## config.mk

```make
export PLATFORM = sky130hd
export DESIGN_NAME = lzd_out_queue_flat
export DESIGN_NICKNAME = d
export VERILOG_FILES = /design/src/rtl/core/lzd_pkg.sv /design/src/rtl/core/lzd_rsp_if.sv /design/src/rtl/core/lzd_out_queue.sv /design/src/flat_wrapper.sv
export SDC_FILE = /design/constraint.sdc
export NUM_CORES = 1
export LEC_CHECK = 0
export ABC_AREA = 1
export BUFFER_PORTS_ARGS = -buffer_cell sky130_fd_sc_hd__buf_2
export CAP_MARGIN = 15
export CORE_MARGIN = 4
export CORE_UTILIZATION = 48
export CTS_CLUSTER_SIZE = 8
export DETAILED_ROUTE_END_ITERATION = 10
export HOLD_SLACK_MARGIN = 0.03
export PLACE_DENSITY = 0.73
export SETUP_SLACK_MARGIN = 0.4
export SKIP_LAST_GASP = 1
export SYNTH_ARGS = -nofsm -noshare
export SYNTH_HDL_FRONTEND = slang
export SYNTH_SLANG_ARGS = --single-unit
```

## constraint.sdc

```tcl
create_clock -name clock -period 2.6 [get_ports clock]
set_clock_uncertainty 0.05 [all_clocks]
set_input_delay 0.13 -clock clock [delete_from_list [all_inputs] [get_ports clock]]
set_output_delay 0.13 -clock clock [all_outputs]
set_load 0.05 [all_outputs]
```

## src/rtl/core/lzd_pkg.sv

```systemverilog
// Shared types and constants of the LZ window token decoder.
package lzd_pkg;

   localparam int LEN_W     = 8;
   localparam int OFF_W     = 14;
   localparam int TOTAL_W   = 32;
   localparam int CNT_W     = 4;
   localparam int LANE_W    = 3;
   localparam int WORD_W    = 64;
   localparam int STATUS_W  = 3;
   localparam int STG_DEPTH = 256;

   // Header byte codes of the token format.
   localparam logic [7:0] HDR_SHORT_MIN = 8'h40;
   localparam logic [7:0] HDR_MED_MIN   = 8'h22;
   localparam logic [7:0] HDR_MED_MAX   = 8'h27;
   localparam logic [7:0] HDR_LONG      = 8'h20;
   localparam logic [7:0] HDR_LIT_MAX   = 8'h0F;
   localparam logic [7:0] HDR_END       = 8'h00;
   localparam logic [7:0] RSV_MASK      = 8'h03;
   localparam logic [7:0] MED_LEN_MASK  = 8'h07;
   localparam logic [7:0] LIT_BIAS      = 8'd3;

   // Status codes carried on result items.
   localparam logic [STATUS_W-1:0] STATUS_DATA     = 3'd0;
   localparam logic [STATUS_W-1:0] STATUS_OK       = 3'd1;
   localparam logic [STATUS_W-1:0] STATUS_OVERFLOW = 3'd2;
   localparam logic [STATUS_W-1:0] STATUS_TRUNC    = 3'd3;
   localparam logic [STATUS_W-1:0] STATUS_TRAIL    = 3'd4;

   typedef enum logic [3:0] {
      PH_HEAD,
      PH_SHORT1,
      PH_MED1,
      PH_MED2,
      PH_LONG1,
      PH_LONG2,
      PH_LONG3,
      PH_ZERO1,
      PH_LIT
   } parse_phase_type;

   typedef enum logic [3:0] {
      SEQ_IDLE,
      SEQ_MOD,
      SEQ_CHK_LEN,
      SEQ_CHK_LIT,
      SEQ_READ,
      SEQ_GAP,
      SEQ_COPY,
      SEQ_PUSH,
      SEQ_STATUS
   } seq_state_type;

   typedef struct packed {
      logic [WORD_W-1:0]   data_word;
      logic [CNT_W-1:0]    byte_count;
      logic                run_last;
      logic [STATUS_W-1:0] status;
   } rsp_item_type;

endpackage

```

## src/rtl/core/lzd_rsp_if.sv

```systemverilog
// Result channel carrying up to eight decoded bytes and a status per item.
interface lzd_rsp_if;
   logic                             valid;
   logic                             ready;
   logic [lzd_pkg::WORD_W-1:0]       data_word;
   logic [lzd_pkg::CNT_W-1:0]        byte_count;
   logic                             run_last;
   logic [lzd_pkg::STATUS_W-1:0]     status;

   modport source (output valid, output data_word, output byte_count, output run_last,
                   output status, input ready);
   modport sink   (input valid, input data_word, input byte_count, input run_last,
                   input status, output ready);
endinterface

```

## src/rtl/core/lzd_out_queue.sv

```systemverilog
// Two-entry result queue: an output register plus one skid entry.
module lzd_out_queue (
   input  logic                  clock,
   input  logic                  reset,
   input  logic                  push,
   input  lzd_pkg::rsp_item_type push_item,
   output logic                  space,
   lzd_rsp_if.source             rsp
);

   lzd_pkg::rsp_item_type head_ff, head_in;
   lzd_pkg::rsp_item_type pend_ff, pend_in;
   logic                  head_v_ff, head_v_in;
   logic                  pend_v_ff, pend_v_in;
   logic                  pop;

   assign pop   = head_v_ff && rsp.ready;
   assign space = !pend_v_ff;

   // Pop moves the skid entry forward; a push fills the first free slot.
   always_comb begin
      head_in   = head_ff;
      head_v_in = head_v_ff;
      pend_in   = pend_ff;
      pend_v_in = pend_v_ff;
      if (pop) begin
         if (pend_v_ff) begin
            head_in   = pend_ff;
            pend_v_in = 1'b0;
         end else begin
            head_v_in = 1'b0;
         end
      end
      if (push) begin
         if (!head_v_in) begin
            head_in   = push_item;
            head_v_in = 1'b1;
         end else begin
            pend_in   = push_item;
            pend_v_in = 1'b1;
         end
      end
   end

   always_ff @(posedge clock) begin
      if (reset) begin
         head_v_ff <= 1'b0;
         pend_v_ff <= 1'b0;
      end else begin
         head_v_ff <= head_v_in;
         pend_v_ff <= pend_v_in;
      end
      head_ff <= head_in;
      pend_ff <= pend_in;
   end

   assign rsp.valid      = head_v_ff;
   assign rsp.data_word  = head_ff.data_word;
   assign rsp.byte_count = head_ff.byte_count;
   assign rsp.run_last   = head_ff.run_last;
   assign rsp.status     = head_ff.status;

endmodule

```

## src/flat_wrapper.sv

```systemverilog
// flat-port wrapper written by rule: the top's interface ports become plain ports
module lzd_out_queue_flat 
  (clock, reset, push, push_item, space, rsp_valid, rsp_data_word, rsp_byte_count, rsp_run_last, rsp_status, rsp_ready);
  lzd_rsp_if rsp_i ();
  input  logic clock;
  input  logic reset;
  input  logic push;
  input  lzd_pkg::rsp_item_type push_item;
  output logic space;
  output wire logic [$bits(rsp_i.valid)-1:0] rsp_valid;
  output wire logic [$bits(rsp_i.data_word)-1:0] rsp_data_word;
  output wire logic [$bits(rsp_i.byte_count)-1:0] rsp_byte_count;
  output wire logic [$bits(rsp_i.run_last)-1:0] rsp_run_last;
  output wire logic [$bits(rsp_i.status)-1:0] rsp_status;
  input wire logic [$bits(rsp_i.ready)-1:0] rsp_ready;
  assign rsp_valid = rsp_i.valid;
  assign rsp_data_word = rsp_i.data_word;
  assign rsp_byte_count = rsp_i.byte_count;
  assign rsp_run_last = rsp_i.run_last;
  assign rsp_status = rsp_i.status;
  assign rsp_i.ready = rsp_ready;
  lzd_out_queue u_core (.clock(clock), .reset(reset), .push(push), .push_item(push_item), .space(space), .rsp(rsp_i));
endmodule
```

# Word-level counts from Yosys, hierarchy flattened
# Cells that the tools add are included.
word_totals:
  regBits: 146
  romBits: 0
  latch_bits: 0
  ram_bits: 0
  mem_count: 0
  out_inout_bits: 74
  input_bits: 76
classes:
  muxes: 10
  order_cmp: 0
  eq_ne: 0
  div: 0
  n_bitwise: 0
  reduce_logical: 3
  mul: 0
  n_addsub: 0
  n_shift: 0
op_table:
  columns: ["op", "n"]
  rows:
  - ["72-bit two-way mux", 4]
  - ["1-bit two-way mux", 6]
  - ["2-bit AND reduction", 1]
  - ["1-bit logical AND", 1]
  - ["1-bit logical NOT", 1]

# Longest topological paths before layout
# Gate-level depths: netlist of the first run.
depth:
  depth_word: 4
  mapped_depth: 7
  depth_no_buf: 6

# Worst setup path after synthesis of the first run
# OpenSTA, ideal clock, no wires.
synth_path:
  kind: "register to register"
  start: "register u_core.head_v_ff (netlist: u_core.rsp.valid)"
  end: "register u_core.pend_ff[0] in the netlist's numbering (enable)"
  setup_slack_ns: -0.422
  stages_incl_launch_ff: 4
  setup_ns: 0.426
  t_arrival_ns: 2.546
  t_required_ns: 2.124
  path_cell_list: "dfxtp_1 clkbuf_1 nand3_1 inv_1"
synth_between:
  elab_chain_cells: 3
synth_rtl:
  columns: ["item", "line_no", "source"]
  rows:
  - ["start: declaration", "lzd_out_queue.sv:13", "logic head_v_ff, head_v_in;"]
  - ["start signal: assignment", "lzd_out_queue.sv:50", "head_v_ff <= head_v_in;"]
  - ["1-bit two-way mux or 1-bit logical AND (tied branches)", "lzd_out_queue.sv:27, lzd_out_queue.sv:17", null]
  - ["1-bit two-way mux *", "lzd_out_queue.sv:26", "if (pop) begin"]
  - ["2-bit AND reduction (no line) *", null, null]
  - ["end signal: assignment", "lzd_out_queue.sv:54", "pend_ff <= pend_in;"]
  - ["end: declaration", "lzd_out_queue.sv:12", "lzd_pkg::rsp_item_type pend_ff, pend_in;"]
# Every way passes the cells marked *; elsewhere a longest branch is shown, timed or not.
# A chain may end at the register's enable or synchronous reset.

==> qor.yml, run 1 <==
ios: 150
relSlewSlack: 0.392
cp_slowest_cell: "buf_4"
post_drt_via_cell_ratio: 5.01
seq_area_um2: 3650
worstSetupEndpointType: "flip-flop"
slowest_delay_ns: 0.61
grt_max_degree: 75
place_inst: 996
setup_viol: 0
area_growth_pct: 33.8
worstHoldStart: "rsp_ready"
drcViolationCount: 0
syn_nets: 792
powerDensity_nw_per_um2: 735
overflow: 0
antenna_found_initial: 1
instances_no_fill: 1102
synth-seq-area-share: 0.585
die-area_um2: 14900
core_area_um2: 12700
rsz0062_at_grt: "false"
clock_latency_ns: 0.41
hp-class: "input port to flip-flop"
holdWs_ns: 0.0548
fin_nets: 993
r2r_end: "u_core.rsp.data_word[24]"
num-fill-cells: 1037
antenna_left: 0
rrSetupSlack_ns: 0.74
path_buf_inv: 2
vias: 5523
path_clk_slew_ns: 0.05
cts_tree: "done"
ys_warn_count: 0
grtUsageMet3: 0.0474
clockBufferDepth: 2
ys_seq_elements: 146
fin_crit_ns: 1.86
fmax_ghz: 0.538
vdd_drop_max_uv: 410
gp_congestion: 0.761
start_util: 0.491
status: "finished, final reports clean"
worst_slack_ns: 0.741
cts_resized: 0
critPathMaxFanout: 74
hold_violations: 0
layout-drive-gt1-share: 0.209
cts_root_buffer: "clkbuf_16"
pre_cts_slack_ns: 0.713
rr_worst_depth: 6
max_cap_viol_count: 0
drt_first_iter_violations: 430
cp.required_ns: 2.90
routed_wirelength_um: 16000
maxSlewViolCount: 0
multi_input_area_um2: 1770
cpLargestDelayFamily: "buffers and inverters"
rows: 41
worst_pin_slew_ns: 0.912
grt_pass1_wl_um: 25800
cts_buffers: 17
dieWidth_um: 122
hold_depth: 4
yosysUniqueCellTypes: 14
r2r_start: "u_core.pend_v_ff"
leakage_nw: 4.20
syn_inst: 716
grt.total_usage: 0.222
start_kind: "flip-flop"
total_power_mw: 6.13
syn_area_per_cell_um2: 8.69
finalCritPeriodShare: 0.715
hold_end: "u_core.pend_v_ff"
wl_per_cell_um: 14.5
grt_util_met2: 0.374
crit_arrival_ns: 2.16
drt_pass1_iterations: 5
cts_sinks: 146
crit_chain: "buf_4, nand3_2, buf_4, nand2_1, nand3_1, nand2_1"
grt_pass1_vias: 5318
use_met1: 0.270
syn_area_um2: 6220
io_buffer_count: 149
globalRoute.busiestLayer: "met2"
die_h_um: 122
setup-tns-final_ns: 0
worst-setup-path-type: "flip-flop to flip-flop"
cts_max_level: 4
hpwl_um: 9110
[final cells by class]
cell class,count,share of cell area
Sequential cell,146,0.438
Multi-Input combinational cell,369,0.212
Timing Repair Buffer,236,0.195
Inverter,147,0.0670
Clock buffer,23,0.0550
Tap cell,172,0.0258
Clock inverter,8,0.00751
Antenna cell,1,0.000300
[state kept, by name (all words and copies together) (netlist names)]
name	cells
u_core.rsp.byte_count	4
u_core.rsp.valid	1
u_core.rsp.data_word	64
u_core.rsp.run_last	1
u_core.pend_v_ff	1
u_core.pend_ff	72
u_core.rsp.status	3
[worst reg2reg max path, cell delays in order (launching register included)]
cell     delay [ns]
dfxtp_2        0.34
buf_4          0.61
nand3_2        0.16
buf_4          0.33
nand2_1        0.15
nand3_1        0.08
nand2_1        0.08
[power by group]
group          total (mW)  switching, mW  leakage (nW)  internal, mW
sequential           2.68         0.0911          1.28          2.59
combinational        1.25          0.895          2.67         0.358
clock                2.19          0.872         0.259          1.32
total                6.13           1.86          4.20          4.27
[kinds of logic (layout without fill, tap and decap cells)]
logic type | after synthesis | in the layout | share of synthesized area
AO/OA/AOI/OAI | 2 | 2 | 0.00161
buffers and inverters | 201 | 414 | 0.132
flip-flops | 146 | 146 | 0.585
other | 0 | 1 | 0
AND/OR/NAND/NOR | 367 | 367 | 0.281
[worst max-delay path by stage]
stage	startpoint	endpoint	cells past startpoint
after floorplan	u_core.rsp.valid	u_core.pend_ff[0]	3
after global placement	u_core.pend_v_ff	u_core.rsp.data_word[28]	6
after detailed placement	u_core.pend_v_ff	u_core.rsp.data_word[52]	6
after CTS	u_core.pend_v_ff	u_core.rsp.data_word[47]	6
after global routing	u_core.pend_v_ff	u_core.rsp.data_word[26]	6
final	u_core.pend_v_ff	u_core.rsp.data_word[24]	6
[metal layers]
metal,part of all wire,up-vias,wire (um)
met4,0.030,0,483
met1,0.42,2532,6730
met5,0,-,0
met3,0.060,41,958
li1,-,2745,-
met2,0.49,205,7830
[cells in the mapped netlist]
cell	number	area share
nand3_2	1	0.0016
buf_1	2	0.0012
buf_4	5	0.0060
a21oi_1	2	0.0016
nand4_1	72	0.072
inv_2	1	0.00060
nand3_1	145	0.12
buf_2	40	0.032
inv_1	146	0.088
nand2_2	1	0.0010
nand2_1	148	0.089
edfxtp_1	72	0.35
clkbuf_1	7	0.0042
dfxtp_1	74	0.24
[per-stage QoR]
stage,util,area [um2]
final,0.658,8330
after global routing,0.658,8330
after CTS,0.657,8330
after detailed placement,0.558,7070
after global placement,0.558,7070
after floorplan,-,6240
[repair_timing]
action                    4_1_cts  5_1_grt
hold buffers                   74        0
buffers inserted                0        0
hold endpoints to repair      146        0
[layout by cell type, fill, tap and decap left out]
cell type and count:
nand2_2 2, buf_12 3, clkbuf_16 17, dfxtp_4 1
buf_2 149, clkinv_1 2, a21oi_1 2, clkinvlp_4 1
nand4_1 72, nand3_1 144, nand2_1 147, nand3_2 2
clkbuf_1 5, diode_2 1, clkbuf_8 1, dfxtp_1 72
bufinv_16 1, inv_4 1, clkinv_2 5, inv_1 145
edfxtp_1 72, dlygate4sd3_1 74, buf_4 10, dfxtp_2 1
(Power assumes the default switching activity.)
==> run 2, diff against run 1 <==
CORE_UTILIZATION = 53   (was 48)
PLACE_DENSITY = 0.76   (was 0.73)
clock period = 1.9 ns   (was 2.6 ns; I/O delays follow)
==> run 2 against run 1 <==
Register-to-register slack got worse by 0.24 ns. Sequential share of layout area about the same. Power increased by 38%. Clock power increased by 39%. Sequential power increased by 37%. First-iteration DRC count increased by 9.8%. Die area decreased by 8.8%. Hold slack got worse by 0.0057 ns. Cell area increased by 0.11%. Critical path depth decreased by 4. Largest cell class unchanged.
==> qor.yml, run 2 (synthesized netlist as in run 1, its figures left out) <==
holdWs_ns: 0.0491  # was 0.0548 ns
intPower_mw: 5.90  # was 4.27 mW
grt_max_degree: 74  # was 75
cts_max_level: 4  # unchanged
area_growth_pct: 34.0  # was 33.8%
fmax_ghz: 0.704
ios: 150  # unchanged
die-area_um2: 13500  # was 14900 um2
num-fill-cells: 801  # was 1037
cts_buffers: 17  # unchanged
setup_viol: 0  # unchanged
cts_sinks: 146  # unchanged
cts_tree: "done"  # unchanged
io_buffer_count: 149  # unchanged
die_h_um: 116  # was 122 um
gp_congestion: 0.800  # was 0.761
rsz0062_at_grt: "false"  # unchanged
finalCritPeriodShare: 0.748
status: "finished, final reports clean"  # unchanged
top_register: "u_core.pend_ff"  # unchanged
start_util: 0.543  # was 0.491
vdd_drop_max_uv: 634  # was 410 uV
cts_setup_buffers: 0  # unchanged
grtUsageMet3: 0.0674  # was 0.0474
dieWidth_um: 116  # was 122 um
grt_pass1_vias: 5445  # was 5318
maxSlewViolCount: 0  # unchanged
worst_pin_slew_ns: 0.520  # was 0.912 ns
max_cap_viol_count: 0  # unchanged
mostFrequentLayoutCells: "buf_2 (148), nand2_1 (146), inv_1 (145)"  # was buf_2 (149), nand2_1 (147), inv_1 (145)
final_common_cell: "buf_2"  # unchanged
pwr-share-comb: 0.206  # was 0.204
clockBufferDepth: 2  # unchanged
layout-drive-gt1-share: 0.211  # was 0.209
rows: 39  # was 41
hpwl_um: 9330  # was 9110 um
grt_util_met2: 0.402  # was 0.374
p_switching_mw: 2.56  # was 1.86 mW
clkPwrFrac: 0.360  # was 0.358
drt_pass1_iterations: 6  # was 5
wl_per_cell_um: 15.3  # was 14.5 um
post_drt_via_cell_ratio: 5.19  # was 5.01
relSlewSlack: 0.654  # was 0.392
worst-setup-path-type: "flip-flop to primary output"  # was flip-flop to flip-flop
globalRoute.busiestLayer: "met2"  # unchanged
seq_area_um2: 3650  # unchanged
fin_nets: 993  # unchanged
setup-tns-final_ns: 0  # unchanged
pwr-share-seq: 0.433  # was 0.438
grt.total_usage: 0.247  # was 0.222
antenna_found_initial: 1  # unchanged
path_clk_slew_ns: 0.05  # about the same
final_util: 0.727  # was 0.658
powerDensity_nw_per_um2: 1010  # was 735 nW/um2
largest_register_ffs: 72  # unchanged
vias: 5577  # was 5523
worstSetupEndpointType: "primary output"  # was flip-flop
routed_wirelength_um: 16400  # was 16000 um
start_kind: "flip-flop"  # unchanged
fin_crit_ns: 1.42
leakage_nw: 4.22  # was 4.20 nW
clock_latency_ns: 0.42  # was 0.41 ns
hp-class: "input port to flip-flop"  # unchanged
core_area_um2: 11500  # was 12700 um2
antenna_left: 0  # unchanged
cts_root_buffer: "clkbuf_16"  # unchanged
drt_first_iter_violations: 472  # was 430
drcViolationCount: 0  # unchanged
p_sw_frac: 0.302  # was 0.303
grt_pass1_wl_um: 26000  # was 25800 um
use_met1: 0.311  # was 0.270
crit_arrival_ns: 1.28  # was 2.16 ns
critPathMaxFanout: 37  # was 74
hold_violations: 0  # unchanged
multi_input_area_um2: 1780  # was 1770 um2
cp.required_ns: 1.75  # was 2.90 ns
overflow: 0  # unchanged
==> run 2: critical path: stages, from the launching register on <==
cell	delay (ns)
dfxtp_4	0.40
buf_12	0.22
buf_4	0.24
==> run 2: power groups by stage <==
stage | Sequential (mW) | Clock, mW | Combinational, mW
floorplan | 4.40 | 0 | 0.508
global placement | 3.72 | 0 | 1.58
detailed placement | 3.73 | 0 | 1.61
CTS | 3.66 | 3.10 | 1.73
global route | 3.69 | 3.27 | 1.88
finish | 3.67 | 3.05 | 1.74
==> run 2: what timing repair did <==
action / in CTS / in global routing
hold endpoints to repair: 146 / 0
resized for setup: 3 / 1
hold buffers: 73 / 0
setup endpoints to repair: 1 / 1
==> run 2: final cells by class <==
cell class                      count  area share
Timing Repair Buffer              236       0.196
Clock buffer                       26      0.0575
Clock inverter                      6     0.00675
Antenna cell                        2    0.000600
Inverter                          147      0.0669
Tap cell                          143      0.0215
Multi-Input combinational cell    369       0.213
Sequential cell                   146       0.437
==> run 2: path summary, 6_finish.rpt <==
path	cells after the start	slack, ns	to	from
worst max-delay path	2	0.48	rsp_valid	u_core.rsp.valid
worst min-delay path	3	0.05	u_core.rsp.data_word[14]	push
worst max register to register	7	0.50	u_core.rsp.data_word[49]	u_core.pend_v_ff
worst min register to register	2	0.49	u_core.pend_v_ff	u_core.rsp.valid
==> run 2: per-stage QoR <==
stage / std cells / area [um2] / power [mW] / setup WS, ns
2_1_floorplan: 716 / 6260 / 4.91 / -0.216
3_3_place_gp: 968 / 7050 / 5.30 / 0.582
4_1_cts: 1073 / 8330 / 8.49 / 0.422
6_report: 1075 / 8340 / 8.46 / 0.479
3_5_place_dp: 968 / 7050 / 5.33 / 0.538
5_1_grt: 1074 / 8340 / 8.83 / 0.403
==> run 2: metal layers <==
layer  wire [um]  part of all wire
met2        8130              0.50
met5           0                 0
met4         301             0.018
met3        1360             0.083
met1        6620              0.40
==> run 3, diff against run 2 <==
clock period = 1.4 ns   (was 1.9 ns; I/O delays follow)
==> run 3 against run 2 <==
The run now ends with negative hold slack left. Final cell count rose by 1.8%. Largest cell class unchanged. Via count is 5.8% higher. Sequential share of layout area shrank 2.5 points. Register-to-register slack got worse by 0.42 ns. Sequential power increased by 36%. Combinational power increased by 45%. Clock power increased by 50%.
==> qor.yml, run 3 (synthesized netlist as in run 1, its figures left out) <==
status: "finished, violations left"  # was finished, final reports clean
violations: "negative hold slack"
clock_latency_ns: 0.42  # about the same
core_area_um2: 11500  # unchanged
relSlewSlack: 0.601  # was 0.654
hpwl_um: 9460  # was 9330 um
grt.total_usage: 0.268  # was 0.247
rsz0062_at_grt: "true"  # was false
cp_slowest_cell: "dfxtp_4"  # unchanged
worst_path_most_repeated_cell: "nand2_1"
rrSetupSlack_ns: 0.08  # was 0.50 ns
hold_buffers: 73  # unchanged
cts_tree: "done"  # unchanged
drt_pass1_iterations: 6  # unchanged
r2r_end: "u_core.rsp.data_word[0]"  # was u_core.rsp.data_word[49]
worst-setup-path-type: "flip-flop to flip-flop"  # was flip-flop to primary output
cts_sinks: 146  # unchanged
fin_nets: 1013  # was 993
start_util: 0.543  # unchanged
cp.required_ns: 1.66  # was 1.75 ns
start_kind: "flip-flop"  # unchanged
clockBufferDepth: 2  # unchanged
setup_viol: 0  # unchanged
dieWidth_um: 116  # unchanged
slowest_delay_ns: 0.35  # was 0.40 ns
maxSlewViolCount: 0  # unchanged
fin_crit_ns: 1.32
antenna_left: 0  # unchanged
worstHoldStart: "push"  # unchanged
largest_register_ffs: 72  # unchanged
crit_arrival_ns: 1.58  # was 1.28 ns
grt_pass1_vias: 5740  # was 5445
drcViolationCount: 0  # unchanged
antenna_found_initial: 0  # was 1
die-area_um2: 13500  # unchanged
top_register: "u_core.pend_ff"  # unchanged
finalCritPeriodShare: 0.942
overflow: 0  # unchanged
seq_area_um2: 3650  # about the same
worst_pin_slew_ns: 0.599  # was 0.520 ns
fmax_ghz: 0.758
area_growth_pct: 42.2  # was 34.0%
crit_chain: "buf_4, nand3_4, buf_12, nand2_1, nand3_1, nand2_1"  # was buf_12, buf_4
gp_congestion: 0.788  # was 0.800
ios: 150  # unchanged
num-fill-cells: 779  # was 801
cts_buffers: 17  # unchanged
multi_input_area_um2: 1790  # was 1780 um2
hold_depth: 3  # unchanged
powerDensity_nw_per_um2: 1370  # was 1010 nW/um2
critPathMaxFanout: 22  # was 37
routed_wirelength_um: 18300  # was 16400 um
grt_pass1_wl_um: 28200  # was 26000 um
vdd_drop_max_uv: 1010  # was 634 uV
leakage_nw: 4.45  # was 4.22 nW
wl_per_cell_um: 16.8  # was 15.3 um
cts_root_buffer: "clkbuf_16"  # unchanged
hold_end: "u_core.pend_v_ff"  # was u_core.rsp.data_word[14]
rr_worst_depth: 6  # was 7
max_cap_viol_count: 0  # unchanged
vias: 5901  # was 5577
io_buffer_count: 149  # unchanged
drt_first_iter_violations: 444  # was 472
final_common_cell: "buf_2"  # unchanged
hp-class: "input port to flip-flop"  # unchanged
die_h_um: 116  # unchanged
holdWs_ns: -0.0323  # was 0.0491 ns
grt_max_degree: 52  # was 74
dpl_cell_area_um2: 7180  # was 7050 um2
hold_violations: 1  # was 0
cts_max_level: 4  # unchanged
final_cell_area_um2: 8850  # was 8340 um2
rows: 39  # unchanged
total_power_mw: 12.1  # was 8.46 mW
worstSetupEndpointType: "flip-flop"  # was primary output
post_drt_via_cell_ratio: 5.39  # was 5.19
layout-drive-gt1-share: 0.236  # was 0.211
mostFrequentLayoutCells: "buf_2 (148), nand2_1 (146), inv_1 (145)"  # unchanged
r2r_start: "u_core.pend_v_ff"  # unchanged
path_clk_slew_ns: 0.06  # was 0.05 ns
[run 3: area by class of cell]
| class | count | share of cell area |
|---|---|---|
| multi-input combinational | 369 | 0.203 |
| inverter | 147 | 0.0630 |
| tap | 143 | 0.0202 |
| clock buffer | 18 | 0.0496 |
| timing repair buffer | 256 | 0.234 |
| antenna | 1 | 0.000283 |
| clock inverter | 14 | 0.0184 |
| sequential | 146 | 0.412 |
[run 3: worst max-delay path: cells and delay by family (launching register included)]
kind          cells  cell delay (ns)
buf+inv           2             0.37
simple gates      4             0.41
flops             1             0.35
[run 3: metal layers]
| metal | GRT usage | up-vias | routed length [um] |
|---|---|---|---|
| li1 | - | 2790 | - |
| met5 | 0 | - | 0 |
| met2 | 0.457 | 324 | 9400 |
| met3 | 0.0694 | 34 | 1720 |
| met4 | 0.101 | 0 | 364 |
| met1 | 0.328 | 2753 | 6850 |
[run 3: metrics by stage]
step | cells | hold slack [ns] | worst slack, ns | utilization | TNS (ns)
floorplan | 716 | 0.0794 | -0.716 | - | -51.57
global placement | 972 | 0.192 | 0.0825 | 0.627 | 0
detailed placement | 972 | 0.194 | 0.0697 | 0.627 | 0
CTS | 1085 | -0.0768 | 0.108 | 0.761 | 0
global route | 1093 | -0.0289 | 0.0523 | 0.772 | 0
finish | 1094 | -0.0323 | 0.0809 | 0.772 | 0
[run 3: repair_timing]
item / CTS / global route
gates resized for setup: 10 / 9
endpoints found under the setup margin: 220 / 220
gates cloned: 4 / 3
endpoints found under the hold margin: 146 / 1
setup buffers: 4 / 5
pin swaps: 0 / 3
[run 3: how the worst max path moves through the flow]
stage / start / cells after the start / slack, ns / endpoint
6_report: u_core.pend_v_ff / 6 / 0.08 / u_core.rsp.data_word[0]
5_1_grt: u_core.pend_v_ff / 6 / 0.05 / u_core.pend_ff[10]
4_1_cts: u_core.pend_v_ff / 6 / 0.11 / u_core.pend_ff[24]
3_5_place_dp: u_core.pend_v_ff / 5 / 0.07 / u_core.pend_ff[51]
3_3_place_gp: u_core.pend_v_ff / 5 / 0.08 / u_core.pend_ff[36]
2_1_floorplan: u_core.rsp.valid / 3 / -0.72 / u_core.pend_ff[0]
[run 3: report_power, final]
part           total [mW]  switching, mW  internal [mW]
logic                2.53           1.75          0.778
clock network        4.59           1.76           2.84
registers            4.98          0.172           4.81
